==> src/design/sim_pkg.sv <==
package sim_pkg;

  // Width of every interval bound and of a configuration word.
  localparam int unsigned DataW = 32;

  // Default depth of the queue between the front and the back.
  localparam int unsigned QueueDepth = 4;

  // Configuration register indexes.
  localparam int unsigned CfgIdxW = 1;
  typedef enum logic [CfgIdxW-1:0] {
    CFG_NEW_START = 1'b0,
    CFG_NEW_END   = 1'b1
  } cfg_idx_e;

  // One classified list item, as queued for the back.
  typedef struct packed {
    logic                    new_first;  // insert the new interval before the item
    logic                    new_after;  // insert the new interval at the end of the list
    logic                    has;        // the item carries an interval
    logic signed [DataW-1:0] s;
    logic signed [DataW-1:0] e;
    logic                    last;       // flush the pending interval afterwards
  } sim_op_t;

endpackage

==> src/design/sim_if.sv <==
// Input channel: one list item per transfer.
interface sim_in_if;
  import sim_pkg::*;

  logic                    valid;
  logic                    ready;
  logic                    has_interval;
  logic signed [DataW-1:0] item_start;
  logic signed [DataW-1:0] item_end;
  logic                    is_last;

  modport source (output valid, has_interval, item_start, item_end, is_last, input ready);
  modport sink   (input valid, has_interval, item_start, item_end, is_last, output ready);
endinterface

// Output channel: one finished merged interval per transfer.
interface sim_out_if;
  import sim_pkg::*;

  logic                    valid;
  logic                    ready;
  logic signed [DataW-1:0] out_start;
  logic signed [DataW-1:0] out_end;
  logic                    out_last;

  modport source (output valid, out_start, out_end, out_last, input ready);
  modport sink   (input valid, out_start, out_end, out_last, output ready);
endinterface

==> src/design/sim_front.sv <==
module sim_front (
  input  logic                             clk_i,
  input  logic                             rst_ni,
  sim_in_if.sink                           in_i,
  input  logic signed [sim_pkg::DataW-1:0] new_start_i,
  output logic                             push_valid_o,
  output sim_pkg::sim_op_t                 push_op_o,
  input  logic                             push_ready_i
);
  import sim_pkg::*;

  logic placed_q, placed_d;
  logic accept;
  logic before_item;

  // The queue's space decides whether an item is taken.
  assign in_i.ready   = push_ready_i;
  assign push_valid_o = in_i.valid;
  assign accept       = in_i.valid & push_ready_i;

  // The new interval goes ahead of the first list interval whose start is not below it,
  // and at the end of the list if no such interval came.
  assign before_item = ~placed_q & in_i.has_interval & (new_start_i <= in_i.item_start);

  always_comb begin
    push_op_o.new_first = before_item;
    push_op_o.new_after = ~placed_q & ~before_item & in_i.is_last;
    push_op_o.has       = in_i.has_interval;
    push_op_o.s         = in_i.item_start;
    push_op_o.e         = in_i.item_end;
    push_op_o.last      = in_i.is_last;
  end

  // Placement flag: set once the new interval is queued, cleared at the end of a list.
  always_comb begin
    placed_d = placed_q;
    if (accept) begin
      if (in_i.is_last) begin
        placed_d = 1'b0;
      end else if (before_item) begin
        placed_d = 1'b1;
      end
    end
  end

  always_ff @(posedge clk_i or negedge rst_ni) begin
    if (!rst_ni) begin
      placed_q <= 1'b0;
    end else begin
      placed_q <= placed_d;
    end
  end

`ifndef SYNTHESIS
  // A list never sees the new interval inserted twice.
  assert property (@(posedge clk_i) disable iff (!rst_ni)
    (accept && placed_q) |-> !(push_op_o.new_first || push_op_o.new_after))
    else $error("new interval inserted twice in one list");
`endif

endmodule

==> src/design/sim_fifo.sv <==
module sim_fifo #(
  parameter int unsigned Depth = sim_pkg::QueueDepth
) (
  input  logic             clk_i,
  input  logic             rst_ni,
  input  logic             wr_valid_i,
  input  sim_pkg::sim_op_t wr_op_i,
  output logic             wr_ready_o,
  output logic             rd_valid_o,
  output sim_pkg::sim_op_t rd_op_o,
  input  logic             rd_ready_i
);
  import sim_pkg::*;

  localparam int unsigned PtrW = (Depth > 1) ? $clog2(Depth) : 1;
  localparam int unsigned CntW = $clog2(Depth + 1);
  localparam logic [PtrW-1:0] LastPtr = PtrW'(Depth - 1);
  localparam logic [CntW-1:0] FullCnt = CntW'(Depth);

  sim_op_t         mem_q [Depth];
  logic [PtrW-1:0] wr_ptr_q, wr_ptr_d;
  logic [PtrW-1:0] rd_ptr_q, rd_ptr_d;
  logic [CntW-1:0] cnt_q, cnt_d;
  logic            push, pop;

  assign wr_ready_o = (cnt_q != FullCnt);
  assign rd_valid_o = (cnt_q != '0);
  assign rd_op_o    = mem_q[rd_ptr_q];
  assign push       = wr_valid_i & wr_ready_o;
  assign pop        = rd_ready_i & rd_valid_o;

  // Pointer and fill count bookkeeping.
  always_comb begin
    wr_ptr_d = wr_ptr_q;
    rd_ptr_d = rd_ptr_q;
    cnt_d    = cnt_q;
    if (push) begin
      wr_ptr_d = (wr_ptr_q == LastPtr) ? '0 : wr_ptr_q + 1'b1;
    end
    if (pop) begin
      rd_ptr_d = (rd_ptr_q == LastPtr) ? '0 : rd_ptr_q + 1'b1;
    end
    if (push && !pop) begin
      cnt_d = cnt_q + 1'b1;
    end else if (pop && !push) begin
      cnt_d = cnt_q - 1'b1;
    end
  end

  always_ff @(posedge clk_i or negedge rst_ni) begin
    if (!rst_ni) begin
      wr_ptr_q <= '0;
      rd_ptr_q <= '0;
      cnt_q    <= '0;
    end else begin
      wr_ptr_q <= wr_ptr_d;
      rd_ptr_q <= rd_ptr_d;
      cnt_q    <= cnt_d;
    end
  end

  // Entry storage.
  always_ff @(posedge clk_i) begin
    if (push) begin
      mem_q[wr_ptr_q] <= wr_op_i;
    end
  end

`ifndef SYNTHESIS
  // The fill count stays within the depth.
  assert property (@(posedge clk_i) disable iff (!rst_ni) cnt_q <= FullCnt)
    else $error("queue fill count above depth");

  // With the queue empty and nothing pushed, it is still empty in the next cycle.
  assert property (@(posedge clk_i) disable iff (!rst_ni)
    (cnt_q == '0 && !push) |=> !rd_valid_o)
    else $error("queue produced an entry from nothing");
`endif

endmodule

==> src/design/sim_back.sv <==
module sim_back (
  input  logic                             clk_i,
  input  logic                             rst_ni,
  input  logic                             op_valid_i,
  input  sim_pkg::sim_op_t                 op_i,
  output logic                             op_ready_o,
  input  logic signed [sim_pkg::DataW-1:0] new_start_i,
  input  logic signed [sim_pkg::DataW-1:0] new_end_i,
  sim_out_if.source                        out_o
);
  import sim_pkg::*;

  // Pending merged interval.
  logic signed [DataW-1:0] pend_start_q, pend_start_d;
  logic signed [DataW-1:0] pend_end_q, pend_end_d;
  logic                    pend_valid_q, pend_valid_d;

  // Steps of the head entry already carried out: before, item, after.
  logic [2:0] done_q, done_d;
  logic [2:0] done_set;

  // Output register.
  logic                    out_valid_q, out_valid_d;
  logic signed [DataW-1:0] out_start_q, out_end_q;
  logic                    out_last_q;

  logic signed [DataW-1:0] sel_s, sel_e;
  logic                    is_absorb, is_flush, is_final;
  logic                    emit, out_free, go;
  logic                    pre_pend, item_pend, post_pend;

  assign pre_pend  = op_i.new_first & ~done_q[0];
  assign item_pend = op_i.has & ~done_q[1];
  assign post_pend = op_i.new_after & ~done_q[2];

  // Pick the head entry's next step, one per cycle unless output stalls.
  always_comb begin
    sel_s     = new_start_i;
    sel_e     = new_end_i;
    is_absorb = 1'b0;
    is_flush  = 1'b0;
    is_final  = 1'b1;
    done_set  = 3'b000;
    if (pre_pend) begin
      is_absorb = 1'b1;
      is_final  = ~(item_pend | post_pend | op_i.last);
      done_set  = 3'b001;
    end else if (item_pend) begin
      sel_s     = op_i.s;
      sel_e     = op_i.e;
      is_absorb = 1'b1;
      is_final  = ~(post_pend | op_i.last);
      done_set  = 3'b010;
    end else if (post_pend) begin
      is_absorb = 1'b1;
      is_final  = ~op_i.last;
      done_set  = 3'b100;
    end else if (op_i.last) begin
      is_flush = 1'b1;
    end
  end

  // A step that finishes an interval waits for room in the output register.
  assign emit       = is_flush | (is_absorb & pend_valid_q & ~(pend_end_q >= sel_s));
  assign out_free   = ~out_valid_q | out_o.ready;
  assign go         = op_valid_i & (~emit | out_free);
  assign op_ready_o = go & is_final;

  // Merge the selected interval into the pending one, or flush it.
  always_comb begin
    pend_start_d = pend_start_q;
    pend_end_d   = pend_end_q;
    pend_valid_d = pend_valid_q;
    done_d       = done_q;
    if (go) begin
      done_d = is_final ? 3'b000 : (done_q | done_set);
      if (is_flush) begin
        pend_valid_d = 1'b0;
      end else if (is_absorb) begin
        if (!pend_valid_q || emit) begin
          pend_start_d = sel_s;
          pend_end_d   = sel_e;
          pend_valid_d = 1'b1;
        end else if (sel_e > pend_end_q) begin
          pend_end_d = sel_e;
        end
      end
    end
  end

  always_comb begin
    out_valid_d = out_valid_q & ~out_o.ready;
    if (go && emit) begin
      out_valid_d = 1'b1;
    end
  end

  always_ff @(posedge clk_i or negedge rst_ni) begin
    if (!rst_ni) begin
      pend_start_q <= '0;
      pend_end_q   <= '0;
      pend_valid_q <= 1'b0;
      done_q       <= 3'b000;
      out_valid_q  <= 1'b0;
    end else begin
      pend_start_q <= pend_start_d;
      pend_end_q   <= pend_end_d;
      pend_valid_q <= pend_valid_d;
      done_q       <= done_d;
      out_valid_q  <= out_valid_d;
    end
  end

  // Output payload is loaded with the finished interval.
  always_ff @(posedge clk_i) begin
    if (go && emit) begin
      out_start_q <= pend_start_q;
      out_end_q   <= pend_end_q;
      out_last_q  <= is_flush;
    end
  end

  assign out_o.valid     = out_valid_q;
  assign out_o.out_start = out_start_q;
  assign out_o.out_end   = out_end_q;
  assign out_o.out_last  = out_last_q;

`ifndef SYNTHESIS
  // After a flush no interval is pending.
  assert property (@(posedge clk_i) disable iff (!rst_ni)
    (go && is_flush) |=> !pend_valid_q)
    else $error("pending interval survived a flush");

  // Finishing the head entry leaves no step marks behind.
  assert property (@(posedge clk_i) disable iff (!rst_ni)
    op_ready_o |=> (done_q == 3'b000))
    else $error("step marks not cleared after the entry retired");
`endif

endmodule

==> src/design/sorted_interval_insert_merge.sv <==
// Inserts the interval held in the two configuration registers into a stream of closed
// intervals sorted by start, and merges every overlapping or touching pair on the way.
// The front takes one list item per cycle while the queue has room and decides where
// the new interval falls; a short queue (QueueDepth entries) separates it from the
// back, which carries out one merge step per cycle against the single pending interval
// unless a finishing step meets a busy output register. An item makes a back step,
// plus one where the new interval is inserted and one for a list's closing flush; an
// empty item that does not end the list yields nothing. Finished intervals leave
// through an output register, so the back keeps working while a result waits unless it
// has another to deliver. Write the registers only while no list is in flight.
module sorted_interval_insert_merge #(
  parameter int unsigned QueueDepth = sim_pkg::QueueDepth
) (
  input  logic                              clk_i,
  input  logic                              rst_ni,
  sim_in_if.sink                            in_i,
  sim_out_if.source                         out_o,
  input  logic                              cfg_we_i,
  input  logic [sim_pkg::CfgIdxW-1:0]       cfg_idx_i,
  input  logic [sim_pkg::DataW-1:0]         cfg_data_i
);
  import sim_pkg::*;

  logic signed [DataW-1:0] new_start_q, new_end_q;

  logic    push_valid, push_ready;
  sim_op_t push_op;
  logic    pop_valid, pop_ready;
  sim_op_t pop_op;

  // Configuration registers.
  always_ff @(posedge clk_i or negedge rst_ni) begin
    if (!rst_ni) begin
      new_start_q <= '0;
      new_end_q   <= '0;
    end else if (cfg_we_i) begin
      unique case (cfg_idx_i)
        CFG_NEW_START: new_start_q <= cfg_data_i;
        CFG_NEW_END:   new_end_q   <= cfg_data_i;
        default: ;
      endcase
    end
  end

  sim_front u_front (
    .clk_i        (clk_i),
    .rst_ni       (rst_ni),
    .in_i         (in_i),
    .new_start_i  (new_start_q),
    .push_valid_o (push_valid),
    .push_op_o    (push_op),
    .push_ready_i (push_ready)
  );

  sim_fifo #(
    .Depth (QueueDepth)
  ) u_fifo (
    .clk_i      (clk_i),
    .rst_ni     (rst_ni),
    .wr_valid_i (push_valid),
    .wr_op_i    (push_op),
    .wr_ready_o (push_ready),
    .rd_valid_o (pop_valid),
    .rd_op_o    (pop_op),
    .rd_ready_i (pop_ready)
  );

  sim_back u_back (
    .clk_i       (clk_i),
    .rst_ni      (rst_ni),
    .op_valid_i  (pop_valid),
    .op_i        (pop_op),
    .op_ready_o  (pop_ready),
    .new_start_i (new_start_q),
    .new_end_i   (new_end_q),
    .out_o       (out_o)
  );

endmodule

==> src/flat_wrapper.sv <==
// flat-port wrapper written by rule: the top's interface ports become plain ports
module sorted_interval_insert_merge_flat import sim_pkg::*;
#(
  parameter int unsigned QueueDepth = sim_pkg::QueueDepth
)
  (clk_i, rst_ni, cfg_we_i, cfg_idx_i, cfg_data_i, in_i_valid, in_i_has_interval, in_i_item_start, in_i_item_end, in_i_is_last, in_i_ready, out_o_valid, out_o_out_start, out_o_out_end, out_o_out_last, out_o_ready);
  sim_in_if in_i_i ();
  sim_out_if out_o_i ();
  input  logic clk_i;
  input  logic rst_ni;
  input  logic cfg_we_i;
  input  logic [sim_pkg::CfgIdxW-1:0] cfg_idx_i;
  input  logic [sim_pkg::DataW-1:0] cfg_data_i;
  input wire logic [$bits(in_i_i.valid)-1:0] in_i_valid;
  input wire logic [$bits(in_i_i.has_interval)-1:0] in_i_has_interval;
  input wire logic [$bits(in_i_i.item_start)-1:0] in_i_item_start;
  input wire logic [$bits(in_i_i.item_end)-1:0] in_i_item_end;
  input wire logic [$bits(in_i_i.is_last)-1:0] in_i_is_last;
  output wire logic [$bits(in_i_i.ready)-1:0] in_i_ready;
  output wire logic [$bits(out_o_i.valid)-1:0] out_o_valid;
  output wire logic [$bits(out_o_i.out_start)-1:0] out_o_out_start;
  output wire logic [$bits(out_o_i.out_end)-1:0] out_o_out_end;
  output wire logic [$bits(out_o_i.out_last)-1:0] out_o_out_last;
  input wire logic [$bits(out_o_i.ready)-1:0] out_o_ready;
  assign in_i_i.valid = in_i_valid;
  assign in_i_i.has_interval = in_i_has_interval;
  assign in_i_i.item_start = in_i_item_start;
  assign in_i_i.item_end = in_i_item_end;
  assign in_i_i.is_last = in_i_is_last;
  assign in_i_ready = in_i_i.ready;
  assign out_o_valid = out_o_i.valid;
  assign out_o_out_start = out_o_i.out_start;
  assign out_o_out_end = out_o_i.out_end;
  assign out_o_out_last = out_o_i.out_last;
  assign out_o_i.ready = out_o_ready;
  sorted_interval_insert_merge #(.QueueDepth(QueueDepth)) u_core (.clk_i(clk_i), .rst_ni(rst_ni), .in_i(in_i_i), .out_o(out_o_i), .cfg_we_i(cfg_we_i), .cfg_idx_i(cfg_idx_i), .cfg_data_i(cfg_data_i));
endmodule
==> config.mk <==
export PLATFORM = sky130hd
export DESIGN_NAME = sorted_interval_insert_merge_flat
export DESIGN_NICKNAME = d
export VERILOG_FILES = /design/src/design/sim_pkg.sv /design/src/design/sim_if.sv /design/src/design/sim_front.sv /design/src/design/sim_fifo.sv /design/src/design/sim_back.sv /design/src/design/sorted_interval_insert_merge.sv /design/src/flat_wrapper.sv
export SDC_FILE = /design/constraint.sdc
export NUM_CORES = 1
export LEC_CHECK = 0
export ABC_AREA = 1
export CORE_MARGIN = 4
export CORE_UTILIZATION = 35
export DETAILED_ROUTE_END_ITERATION = 6
export DONT_BUFFER_PORTS = 1
export GPL_TIMING_DRIVEN = 0
export PLACE_DENSITY = 0.55
export SETUP_SLACK_MARGIN = 0.5
export SYNTH_ARGS = -nofsm -noshare
export SYNTH_HDL_FRONTEND = slang
export SYNTH_HIERARCHICAL = 1
export SYNTH_SLANG_ARGS = --single-unit
==> constraint.sdc <==
create_clock -name clk_i -period 6.3 [get_ports clk_i]
set_input_delay 1.26 -clock clk_i [delete_from_list [all_inputs] [get_ports clk_i]]
set_output_delay 1.26 -clock clk_i [all_outputs]
set_load 0.02 [all_outputs]
After elaboration in Yosys (flattened, before gate mapping)
Memories as Yosys holds them, arrays and structs flattened. Index checks and enable logic that the tools add are counted.

RAM bits: 272. Memories kept: 1. Logic and storage cells: 111. ROM bits: 0. Output and inout bits: 67. Bits in latches: 0. Flip-flop bits (word level): 206.

Memory list: u_core.u_fifo.mem_q (words 4, width 68, rd ports 1, clocked after memory_dff 0, write ports 1, line sim_fifo.sv:20) `sim_op_t mem_q [Depth];`.

$add $sub $neg: 4. $mul: 0. Shift-type cells: 0. Order comparisons: 3. Muxes and demuxes: 32. Bitwise operators: 35. Eq/ne operators: 3. Reduce and logical (&&, ||, !) cells: 19. Divide/modulo/power cells: 0.

Operators by type and width (count): $mux W32 (6); $ge A32 B32 Y1 (1); $gt A32 B32 Y1 (1); $le A32 B32 Y1 (1); $mux W1 (18); $mux W3 (6); $and A1 B1 Y1 (14); $not A1 Y1 (14); $reduce_bool A2 Y1 (5); $reduce_and A4 Y1 (2); $or A1 B1 Y1 (6); $reduce_and A2 Y1 (3); $add A2 B1 Y2 const B (2); $eq A2 B2 Y1 const B (2); $mux W2 (2); $add A3 B1 Y3 const B (1); $logic_and A1 B1 Y1 (3); $logic_not A1 Y1 (3); $ne A3 B3 Y1 const B (1); $or A3 B3 Y3 (1); $reduce_and A3 Y1 (1); $reduce_bool A3 Y1 (1); $sub A3 B1 Y3 const B (1); $logic_or A1 B1 Y1 (1).

Longest topological paths before layout
Gate-level depths: netlist of the first run.

Depth in word-level cells: 16. Gate-level depth with buffers: 40.

Cells and area by module
The synthesis of the first run kept the hierarchy.

By module, submodules not included: sim_fifo (cells each 852, times used 1, sequential area each 8343.0 um^2, area an instance 11164.5 um^2); sim_back (cells each 856, times used 1, sequential area each 3678.5 um^2, area an instance 7511.0 um^2); sorted_interval_insert_merge (cells each 279, times used 1, sequential area each 1601.5 um^2, area an instance 2615.0 um^2); sim_front (cells each 223, times used 1, sequential area each 25.0 um^2, area an instance 1477.7 um^2).

Worst setup path after synthesis of the first run
Ideal clock, no wire load.

Path kind: register -> register. Start: reg u_core.u_fifo.rd_ptr_q[0]. End: reg u_core.u_back.out_end_q[0], in the netlist u_core/u_back/out_o.out_end[0], enable pin. Path slack: 1.361 ns. Cell stages (with the launch flop): 25. Clock period less this slack: 4.939 ns. Arrival: 4.520 ns. Setup time: 0.419 ns. Required time: 5.881 ns. Path buffers: 4. Cell sequence: dfrtp_1 buf_2 buf_2 o211ai_1 nand2_1 nand2_1 inv_2 nor2_1 clkbuf_1 clkbuf_1 or2_0 o21ai_0 ha_1 nand2_1 nor2_1 nand2_1 nor4_2 nand2_1 nand2_1 nand2_1 nand3_2 nand2_4 a21oi_4 nand2_1 inv_1.

RTL lines: start: declaration (line sim_fifo.sv:22) `logic [PtrW-1:0] rd_ptr_q, rd_ptr_d;`; start signal: assignment (line sim_fifo.sv:57) `rd_ptr_q <= rd_ptr_d;`; end signal: assignment (line sim_back.sv:118) `out_end_q <= pend_end_q;`; end: declaration (line sim_back.sv:24) `logic signed [DataW-1:0] out_start_q, out_end_q;`.

==> impl_metrics.toml, run 1 <==
[route]
dr_wl_met2_um = 31100
vias = 15500
top_layer = "met5"
wl_met1_um = 26700
wirelength_um = 65600
wl_per_cell_um = 20.7
met3_length_um = 5600
vias_per_cell = 4.88
dr.pass1.iters = 5
drc_errors = 0
postRouteAntennaNets = 0
drt_iter0_drc = 1051

[clock_tree]
cts_buffers = 51
clk_path_buf_depth = 3
htree_levels = 2
clk_latency_ns = 0.60
clkTransAtPathRegs_ns = 0.06
root_buffer = "clkbuf_16"
postCtsHoldBufs = 0
cts_tree = "yes"
numClockSinks = 478

[sta]
drv_slew = 0
tightest_slew_ns = 0.678
final-hold-violation-count = 0
clock.fmax_mhz = 184
final.min_clock_period_ns = 5.44
finalSetupViolCount = 0
slew_headroom_pct = 54.7
worst_clock_skew_ns = 0.0224
whs_ns = 0.385
fin_crit_sh_pct = 86.4
rsz0062_at_grt = "no"

[final_layout]
area_growth_pct = 14.1
drive_above_1_share_pct = 13.9
multiInputGateArea_um2 = 7040
fillerInstances = 6301
fin_area_um2 = 26000
final_nets = 2483
finish.utilization_pct = 40.3
final-seq-area_um2 = 13600

[die]
die_h_um = 263
rows = 93
die_area_um2 = 69200
die_x_um = 263
coreArea_um2 = 64500
start_util_pct = 35.3
num_io_pins = 171

[worst_setup_path]
slowest_stage = "dfrtp_1"
cp_num_buf_inv = 5
critPathTopFamily = "simple AND/OR/NAND/NOR gates"
worstPathMaxFanout = 10
cp_common_cell = "nand2_1"
worst-endpoint-required_ns = 6.77
startpoint_type = "register"
crit_end = "u_core/u_fifo/cnt_q[2]"
arrival_ns = 5.92
worst-path-stages = 30
slowest_delay_ns = 0.43
startpoint = "u_core/u_fifo/rd_ptr_q[0]"
r2r_end = "u_core/u_fifo/cnt_q[2]"
timing.rr.start = "u_core/u_fifo/rd_ptr_q[0]"
worstSetupPathType = "reg2reg"
rr_worst_depth = 30
regToRegSetupSlack_ns = 0.86
cp-end-kind = "register"

[synthesis]
yosys-top-cells-count = "nand2_1, edfxtp_1, inv_1, dfrtp_1, o211ai_1"
ys_ff_latch = 478
yosys-top-cells-area = "edfxtp_1, dfrtp_1, nand2_1"
ys_seq_area_share_pct = 59.9
synth.avg_cell_area_um2 = 10.3
yosysTopAreaCellShare_pct = 44.4
yosysWarningCount = 6
netlist-cell-type-count = 41
synth-edff-count = 337
syn_inst = 2210
post-synth-top-count-cell = "nand2_1"
syn_area_um2 = 22800
ys_async_sr_fraction_pct = 29.5
ys.flop_type = "edfxtp_1"
yosys.area.top_type = "edfxtp_1"
synthesis.nets = 2417

[global_route]
grt.total_usage_pct = 18.5
grt_pass1_vias = 15500
grt_overflow_total = 0
grt_antenna_before_repair = 2
grt_pass1_wl_um = 97200
grt_start_max_net_pins = 142

[status]
run_status = "completed"

[pwr]
power.total_mw = 15.0
p_leak_nw = 11.7
pwr_density_cell_nw_per_um2 = 578
ir_worst_vdd_uv = 276

[place]
place.gp.congestion = 0.866
placed_cell_area_um2 = 24200
dp_hpwl_um = 49300
port_buffers = 0

[flow_run]
maxCapViolations = 0

[worst_hold_path]
hp-class = "in2async"
[placed cells by master (no fill, tap or decap), types with 18 or more instances in the layout]
cell	n
ha_1	102
o21ai_0	18
nor2_1	26
clkbuf_1	22
o21ai_2	19
nand4_1	44
edfxtp_1	337
buf_4	81
o211ai_1	136
clkbuf_16	51
buf_2	48
or2_2	22
inv_1	284
nand3_1	78
a21oi_1	47
o21bai_1	32
nand2_1	688
dfrtp_1	141
[power by group]
group	internal (mW)	switching (mW)	total (mW)	leakage, nW
clock	1.76	1.24	3.00	0.804
sequential	4.55	0.700	5.25	4.87
combinational	2.11	4.67	6.78	6.06
[layout make-up]
class	count	share of cell area [%]
plain buffers	168	4.49
repair buffers	13	1.15
multi-input cells	1273	27.1
well taps	855	4.12
diodes	2	0.0193
flip-flops and latches	478	52.5
clock inverters	31	1.24
inverters	291	4.21
clock buffers	63	5.16
[worst min path at each step]
stage                                        start                           endpoint  slack (ns)  cells after the start
global route                                rst_ni             u_core/new_start_q[22]        0.35                      0
floorplan            u_core/u_back/pend_start_q[0]   u_core/u_back/out_o.out_start[0]        0.43                      0
detailed placement  u_core/u_back/pend_start_q[13]  u_core/u_back/out_o.out_start[13]        0.43                      0
global placement     u_core/u_back/pend_start_q[3]   u_core/u_back/out_o.out_start[3]        0.44                      0
CTS                                         rst_ni            u_core/u_front/placed_q        0.35                      0
finish                                      rst_ni            u_core/u_front/placed_q        0.39                      0
[logic make-up after synthesis]
logic type      Yosys count  share of synthesized area [%]
compound gates          275                           8.09
fa+ha+maj               103                           5.69
flops                   478                           59.9
simple gates            894                           16.5
buf+inv                 459                           9.77
xor+xnor                  1                         0.0385
[registers in the layout, indices dropped and copies added, names as in the netlist]
name / flops
u_core/new_end_q: 32
u_core/new_start_q: 32
u_core/u_back/done_q: 3
u_core/u_back/out_o.out_end: 32
u_core/u_back/out_o.out_last: 1
u_core/u_back/out_o.out_start: 32
u_core/u_back/out_o.valid: 1
u_core/u_back/pend_end_q: 32
u_core/u_back/pend_start_q: 32
u_core/u_back/pend_valid_q: 1
u_core/u_fifo/cnt_q: 3
u_core/u_fifo/mem_q: 272
u_core/u_fifo/rd_ptr_q: 2
u_core/u_fifo/wr_ptr_q: 2
u_core/u_front/placed_q: 1
[through the flow]
step / TNS [ns] / std cells / worst slack (ns)
floorplan: 0 / 2210 / 1.36
CTS: 0 / 3172 / 0.513
global route: 0 / 3172 / 0.532
global placement: -382.08 / 3065 / -1.29
detailed placement: -0.831 / 3078 / -0.166
finish: 0 / 3174 / 0.857
[what timing repair did]
| item | CTS | global route |
|---|---|---|
| gates resized for setup | 45 | 39 |
| setup buffers | 0 | 0 |
| setup endpoints to repair | 68 | 67 |
[per-layer routing]
layer	vias to the layer above	GRT usage (%)
li1	7425	-
met1	7509	23.2
met2	439	30.7
met3	114	5.82
met4	4	6.03
met5	-	0
Power figures use the tool's default switching activity.
==> run 2, diff against run 1 <==
--- a/config.mk
+++ b/config.mk
@@ -8,11 +8,13 @@
 export ABC_AREA = 1
 export CORE_MARGIN = 4
 export CORE_UTILIZATION = 35
+export CTS_BUF_LIST = sky130_fd_sc_hd__clkbuf_16
 export DETAILED_ROUTE_END_ITERATION = 6
 export DONT_BUFFER_PORTS = 1
 export GPL_TIMING_DRIVEN = 0
 export PLACE_DENSITY = 0.55
 export SETUP_SLACK_MARGIN = 0.5
+export SKIP_CTS_REPAIR_TIMING = 1
 export SYNTH_ARGS = -nofsm -noshare
 export SYNTH_HDL_FRONTEND = slang
 export SYNTH_HIERARCHICAL = 1
==> run 2 against run 1 <==
- power is 0.71% lower
- via count hardly changed
- sequential power hardly changed
- critical path depth is 2 lower
- utilization is 0.14 points lower
- clock power is 1% lower
- largest power group unchanged
- fmax is 0.29% higher
- hold slack worse by 0.0012 ns
- final cell count hardly changed
- clock skew is 0.00064 ns lower
- combinational power is 1% lower
==> impl_metrics.toml, run 2 (synthesis results as in run 1) <==
[pwr]
ir_worst_vdd_uv = 273
power.total_mw = 14.9
pwr_density_cell_nw_per_um2 = 576
p_leak_nw = 11.8

[place]
placed_cell_area_um2 = 24200
dp_hpwl_um = 49300
place.gp.congestion = 0.866
port_buffers = 0
place_ws_ns = -0.166

[global_route]
grt_antenna_before_repair = 2
grt_overflow_total = 0
grt_start_max_net_pins = 142
grt.total_usage_pct = 18.5
grt_pass1_wl_um = 97100
grt_pass1_vias = 15400

[worst_setup_path]
rr_worst_depth = 28
slowest_delay_ns = 0.43
cp_common_cell = "nand2_1"
worstPathMaxFanout = 10
crit_end = "u_core/u_fifo/cnt_q[2]"
startpoint_type = "register"
slowest_stage = "dfrtp_1"
startpoint = "u_core/u_fifo/rd_ptr_q[0]"
arrival_ns = 5.90
worstSetupPathType = "reg2reg"
timing.rr.start = "u_core/u_fifo/rd_ptr_q[0]"
worst-endpoint-required_ns = 6.78
regToRegSetupSlack_ns = 0.87
r2r_end = "u_core/u_fifo/cnt_q[2]"
cp-end-kind = "register"

[sta]
final.min_clock_period_ns = 5.43
tns_ns = 0
worst_clock_skew_ns = 0.0218
final-hold-violation-count = 0
fin_ws_ns = 0.872
fin_crit_sh_pct = 86.2
rsz0062_at_grt = "no"
tightest_slew_ns = 0.688
clock.fmax_mhz = 184
slew_headroom_pct = 53.6
drv_slew = 0
finalSetupViolCount = 0

[route]
vias = 15500
drc_errors = 0
wl_per_cell_um = 20.7
wirelength_um = 65700
postRouteAntennaNets = 0
dr.pass1.iters = 7
drt_iter0_drc = 1047
vias_per_cell = 4.88

[die]
num_io_pins = 171
start_util_pct = 35.3
coreArea_um2 = 64500
die_area_um2 = 69200
die_x_um = 263
die_h_um = 263
rows = 93

[clock_tree]
numClockSinks = 478
cts_tree = "yes"
root_buffer = "clkbuf_16"
clk_latency_ns = 0.60
htree_levels = 2
clk_path_buf_depth = 3
clkTransAtPathRegs_ns = 0.06
cts_buffers = 51

[flow_run]
maxCapViolations = 0

[final_layout]
multiInputGateArea_um2 = 6970
final_cell_mix = "nand2_1, edfxtp_1, inv_1"
final_common_cell = "nand2_1"
drive_above_1_share_pct = 13.2
final_nets = 2483
final-seq-area_um2 = 13600
regMostFlops = "u_core/u_fifo/mem_q"
largest_reg_flops = 272
fin_area_um2 = 25900
area_growth_pct = 13.8
finish.utilization_pct = 40.2
fillerInstances = 6307

[status]
run_status = "completed"

[worst_hold_path]
hp-class = "in2async"
run 2: cell type report:
| cell class | count | area share [%] |
|---|---|---|
| Clock inverter | 43 | 1.42 |
| Multi-Input combinational cell | 1273 | 26.9 |
| Buffer | 168 | 4.50 |
| Sequential cell | 478 | 52.7 |
| Antenna cell | 4 | 0.0386 |
| Inverter | 291 | 4.22 |
| Tap cell | 855 | 4.13 |
| Clock buffer | 51 | 4.93 |
| Timing Repair Buffer | 13 | 1.15 |
run 2: layer usage:
metal  vias to the layer above  part of all wire, %  global-route usage, %
li1                       7428                    -                      -
met1                      7513                   41                   23.2
met2                       431                   47                   30.6
met3                       111                  8.0                   5.79
met4                         4                  3.4                   6.03
met5                         -                0.052                      0
run 2: through the flow:
stage	cells	hold slack [ns]
2_1_floorplan	2210	0.425
3_3_place_gp	3065	0.436
3_5_place_dp	3078	0.433
4_1_cts	3172	0.351
5_1_grt	3172	0.349
6_report	3176	0.384
run 2: worst min-delay path by stage:
stage | cells after the start | slack, ns | startpoint | end
after floorplan | 0 | 0.43 | u_core/u_back/pend_start_q[0] | u_core/u_back/out_o.out_start[0]
after global placement | 0 | 0.44 | u_core/u_back/pend_start_q[3] | u_core/u_back/out_o.out_start[3]
after detailed placement | 0 | 0.43 | u_core/u_back/pend_start_q[13] | u_core/u_back/out_o.out_start[13]
after CTS | 0 | 0.35 | rst_ni | u_core/u_front/placed_q
after global routing | 0 | 0.35 | rst_ni | u_core/new_start_q[22]
final | 0 | 0.38 | rst_ni | u_core/u_front/placed_q
run 2: worst max-delay path, delay by kind of cell, from the launching register on:
| kind | cells | cell delay [ns] |
|---|---|---|
| simple gates | 18 | 2.41 |
| buf+inv | 5 | 1.14 |
| fa+ha+maj | 3 | 0.98 |
| flops | 1 | 0.43 |
| compound gates | 2 | 0.32 |
run 2: power breakdown:
part	internal, mW	total (mW)	switching (mW)
Combinational	2.08	6.71	4.63
Sequential	4.55	5.25	0.700
Clock	1.72	2.96	1.25
==> run 3, diff against run 2 <==
--- a/config.mk
+++ b/config.mk
@@ -5,7 +5,6 @@
 export SDC_FILE = /design/constraint.sdc
 export NUM_CORES = 1
 export LEC_CHECK = 0
-export ABC_AREA = 1
 export CORE_MARGIN = 4
 export CORE_UTILIZATION = 35
 export CTS_BUF_LIST = sky130_fd_sc_hd__clkbuf_16
==> run 3 against run 2 <==
- combinational power is 5.5% lower
- fmax shrank 4.3%
- synthesized cell count down 42%
- largest power group unchanged
- clock-buffer cell count shrank 2
- via count down 30%
- area after synthesis is 6.5% lower
- final area fell by 5.7%
- flip-flop and latch count did not move
- sequential share of layout area is 3.2 points higher
- register-to-register slack got worse by 0.25 ns
- largest cell class unchanged
- highest routed layer is now met4
==> impl_metrics.toml, run 3 <==
[sta]
clock.fmax_mhz = 176
finalSetupViolCount = 0
fin_ws_ns = 0.626
slew_headroom_pct = 32.3
final.min_clock_period_ns = 5.67
drv_slew = 0
final-hold-violation-count = 0
fin_crit_sh_pct = 90.1
worst_clock_skew_ns = 0.0146
rsz0062_at_grt = "no"
tightest_slew_ns = 1.01

[final_layout]
diodes = 0
final_common_cell = "edfxtp_1"
final_cell_mix = "edfxtp_1, dfrtp_1, inv_1"
fillerInstances = 5420
regMostFlops = "u_core/u_fifo/mem_q"
stdcell_count = 2173
area_growth_pct = 14.7
drive_above_1_share_pct = 31.6
final_nets = 1560
largest_reg_flops = 272

[synthesis]
ys_seq_area_share_pct = 64.1
syn_inst = 1273
yosysTopAreaCellShare_pct = 47.5
ys_ff_latch = 478
netlist-cell-type-count = 71
synthesis.nets = 1480
syn_area_um2 = 21300
synth.avg_cell_area_um2 = 16.7
post-synth-top-count-cell = "edfxtp_1"
yosys.area.top_type = "edfxtp_1"
ys.flop_type = "edfxtp_1"
synth-edff-count = 337
yosys-top-cells-area = "edfxtp_1, dfrtp_1, mux4_2"
ys_async_sr_fraction_pct = 29.5
yosys-top-cells-count = "edfxtp_1, dfrtp_1, inv_1, ha_1, mux2_2"
yosysWarningCount = 6

[route]
wirelength_um = 53400
vias = 10800
drc_errors = 0
drt_iter0_drc = 680
vias_per_cell = 4.98
postRouteAntennaNets = 0
wl_per_cell_um = 24.6
dr.pass1.iters = 5

[global_route]
globalRouteMet2Util_pct = 27.0
grt.met3_usage_pct = 4.27
grt-busiest-layer = "met2"
grt_pass1_vias = 11200
grt_pass1_wl_um = 77100
grt_overflow_total = 0
grt_start_max_net_pins = 142
grt.total_usage_pct = 16.3
met1_usage_pct = 21.6
grt_antenna_before_repair = 0

[worst_hold_path]
hp-class = "in2async"

[worst_setup_path]
worst-endpoint-required_ns = 6.56
slowest_delay_ns = 0.63
worstSetupPathType = "reg2reg"
startpoint = "u_core/u_fifo/rd_ptr_q[0]"
startpoint_type = "register"
timing.rr.start = "u_core/u_fifo/rd_ptr_q[0]"
rr_worst_depth = 22
crit_chain = "buf_6 > buf_12 > mux4_2 > inv_2 > nor2_2 > nor2b_2 > buf_6 > buf_12 > clkbuf_16 > mux2i_1 > ha_1 > nand4_1 > nor4_1 > nand3_1 > nand3b_1 > o32a_1 > o211ai_1 > buf_4 > buf_4 > buf_4 > nor2_4 > buf_12"
worstPathMaxFanout = 27
slowest_stage = "nor4_1"
cp-end-kind = "register"
arrival_ns = 5.94

[die]
die_area_um2 = 64900
num_io_pins = 171
start_util_pct = 35.3
die_h_um = 255
coreArea_um2 = 60200
rows = 90
die_x_um = 255

[pwr]
pwr_density_cell_nw_per_um2 = 593
switchingPower_mw = 5.31
ir_worst_vdd_uv = 278
p_clk_share_pct = 18.9
power.share.sequential_pct = 37.3
comb_power_share_pct = 43.8
p_sw_share_pct = 36.7
intPower_mw = 9.18
p_leak_nw = 9.59

[place]
place.gp.congestion = 0.793
place_ws_ns = -1.72
dp_hpwl_um = 36700
port_buffers = 0
placed_cells = 2061

[clock_tree]
clkTransAtPathRegs_ns = 0.07
clk_path_buf_depth = 3
cts_tree = "yes"
clk_latency_ns = 0.58
htree_levels = 2
root_buffer = "clkbuf_16"
cts_buffers = 48
numClockSinks = 478

[flow_run]
maxCapViolations = 0

[status]
run_status = "completed"
[run 3: changes by cell type after synthesis, sizes merged, moves of 31 or more]
cell    before  now
nand4       45   11
o211ai     136    6
buf        145   98
mux2         0  134
nand3       82   17
o21ai       46   13
mux4         0   68
inv        290  105
nand2      693   23
or2         32    1
o21bai      32    1
mux2i        0   64
[run 3: kinds of logic (layout without fill, tap and decap cells)]
kind of cell	count (synthesis)	count (layout)	synth area share [%]
AND/OR/NAND/NOR	117	117	3.22
buffers and inverters	213	331	5.56
multiplexers	266	266	18.0
AO/OA/AOI/OAI	93	93	2.94
flip-flops	478	478	64.1
XOR/XNOR	3	3	0.123
adder cells (fa/ha/maj)	103	103	6.09
[run 3: path summary, 6_finish.rpt]
check	to	slack, ns
worst max-delay path	u_core/u_back/out_o.out_end[26]	0.63
worst min-delay path	u_core/new_end_q[5]	0.39
worst max register to register	u_core/u_back/out_o.out_end[26]	0.63
worst min register to register	u_core/u_back/out_o.out_start[18]	0.45
max in group asynchronous	u_core/new_start_q[22]	5.60
min in group clk_i	u_core/u_back/out_o.out_start[18]	0.45
[run 3: layer usage]
layer | share of wire, % | vias to the layer above
met5 | 0 | -
met4 | 2.3 | 0
met3 | 6.0 | 63
met2 | 49 | 219
met1 | 43 | 5615
li1 | - | 4930
[run 3: worst max-delay path: cells and delay by family (launching register included)]
kind / cells / cell delay (ns)
fa+ha+maj: 1 / 0.20
mux: 2 / 0.95
simple gates: 7 / 1.87
buf+inv: 10 / 1.59
compound gates: 2 / 0.32
flops: 1 / 0.37
[run 3: power groups by stage]
| stage | clock network (mW) | logic, mW | registers, mW |
|---|---|---|---|
| 4_1_cts | 2.80 | 5.94 | 5.43 |
| 3_3_place_gp | 0 | 5.67 | 5.52 |
| 5_1_grt | 2.94 | 6.88 | 5.50 |
| 6_report | 2.73 | 6.34 | 5.41 |
| 2_1_floorplan | 0 | 4.20 | 5.26 |
| 3_5_place_dp | 0 | 5.91 | 5.49 |
[run 3: stage by stage]
step	setup TNS, ns	utilization (%)	power, mW	hold WS, ns	cell area [um^2]
after global routing	0	40.5	15.3	0.361	24400
after CTS	-141.89	39.7	14.2	0.353	23900
after floorplan	0	-	9.46	0.419	21300
after global placement	-169.27	37.0	11.2	0.431	22300
after detailed placement	-136.95	37.3	11.4	0.430	22500
final	0	40.5	14.5	0.395	24400
[run 3: layout make-up]
| type | instances | area [um^2] | area share (%) |
|---|---|---|---|
| flip-flops and latches | 478 | 13600 | 55.9 |
| multi-input cells | 582 | 6640 | 27.2 |
| inverters | 106 | 398 | 1.63 |
| well taps | 782 | 978 | 4.01 |
| clock buffers | 49 | 1230 | 5.02 |
| plain buffers | 107 | 896 | 3.67 |
| clock inverters | 39 | 268 | 1.10 |
| repair buffers | 30 | 365 | 1.50 |
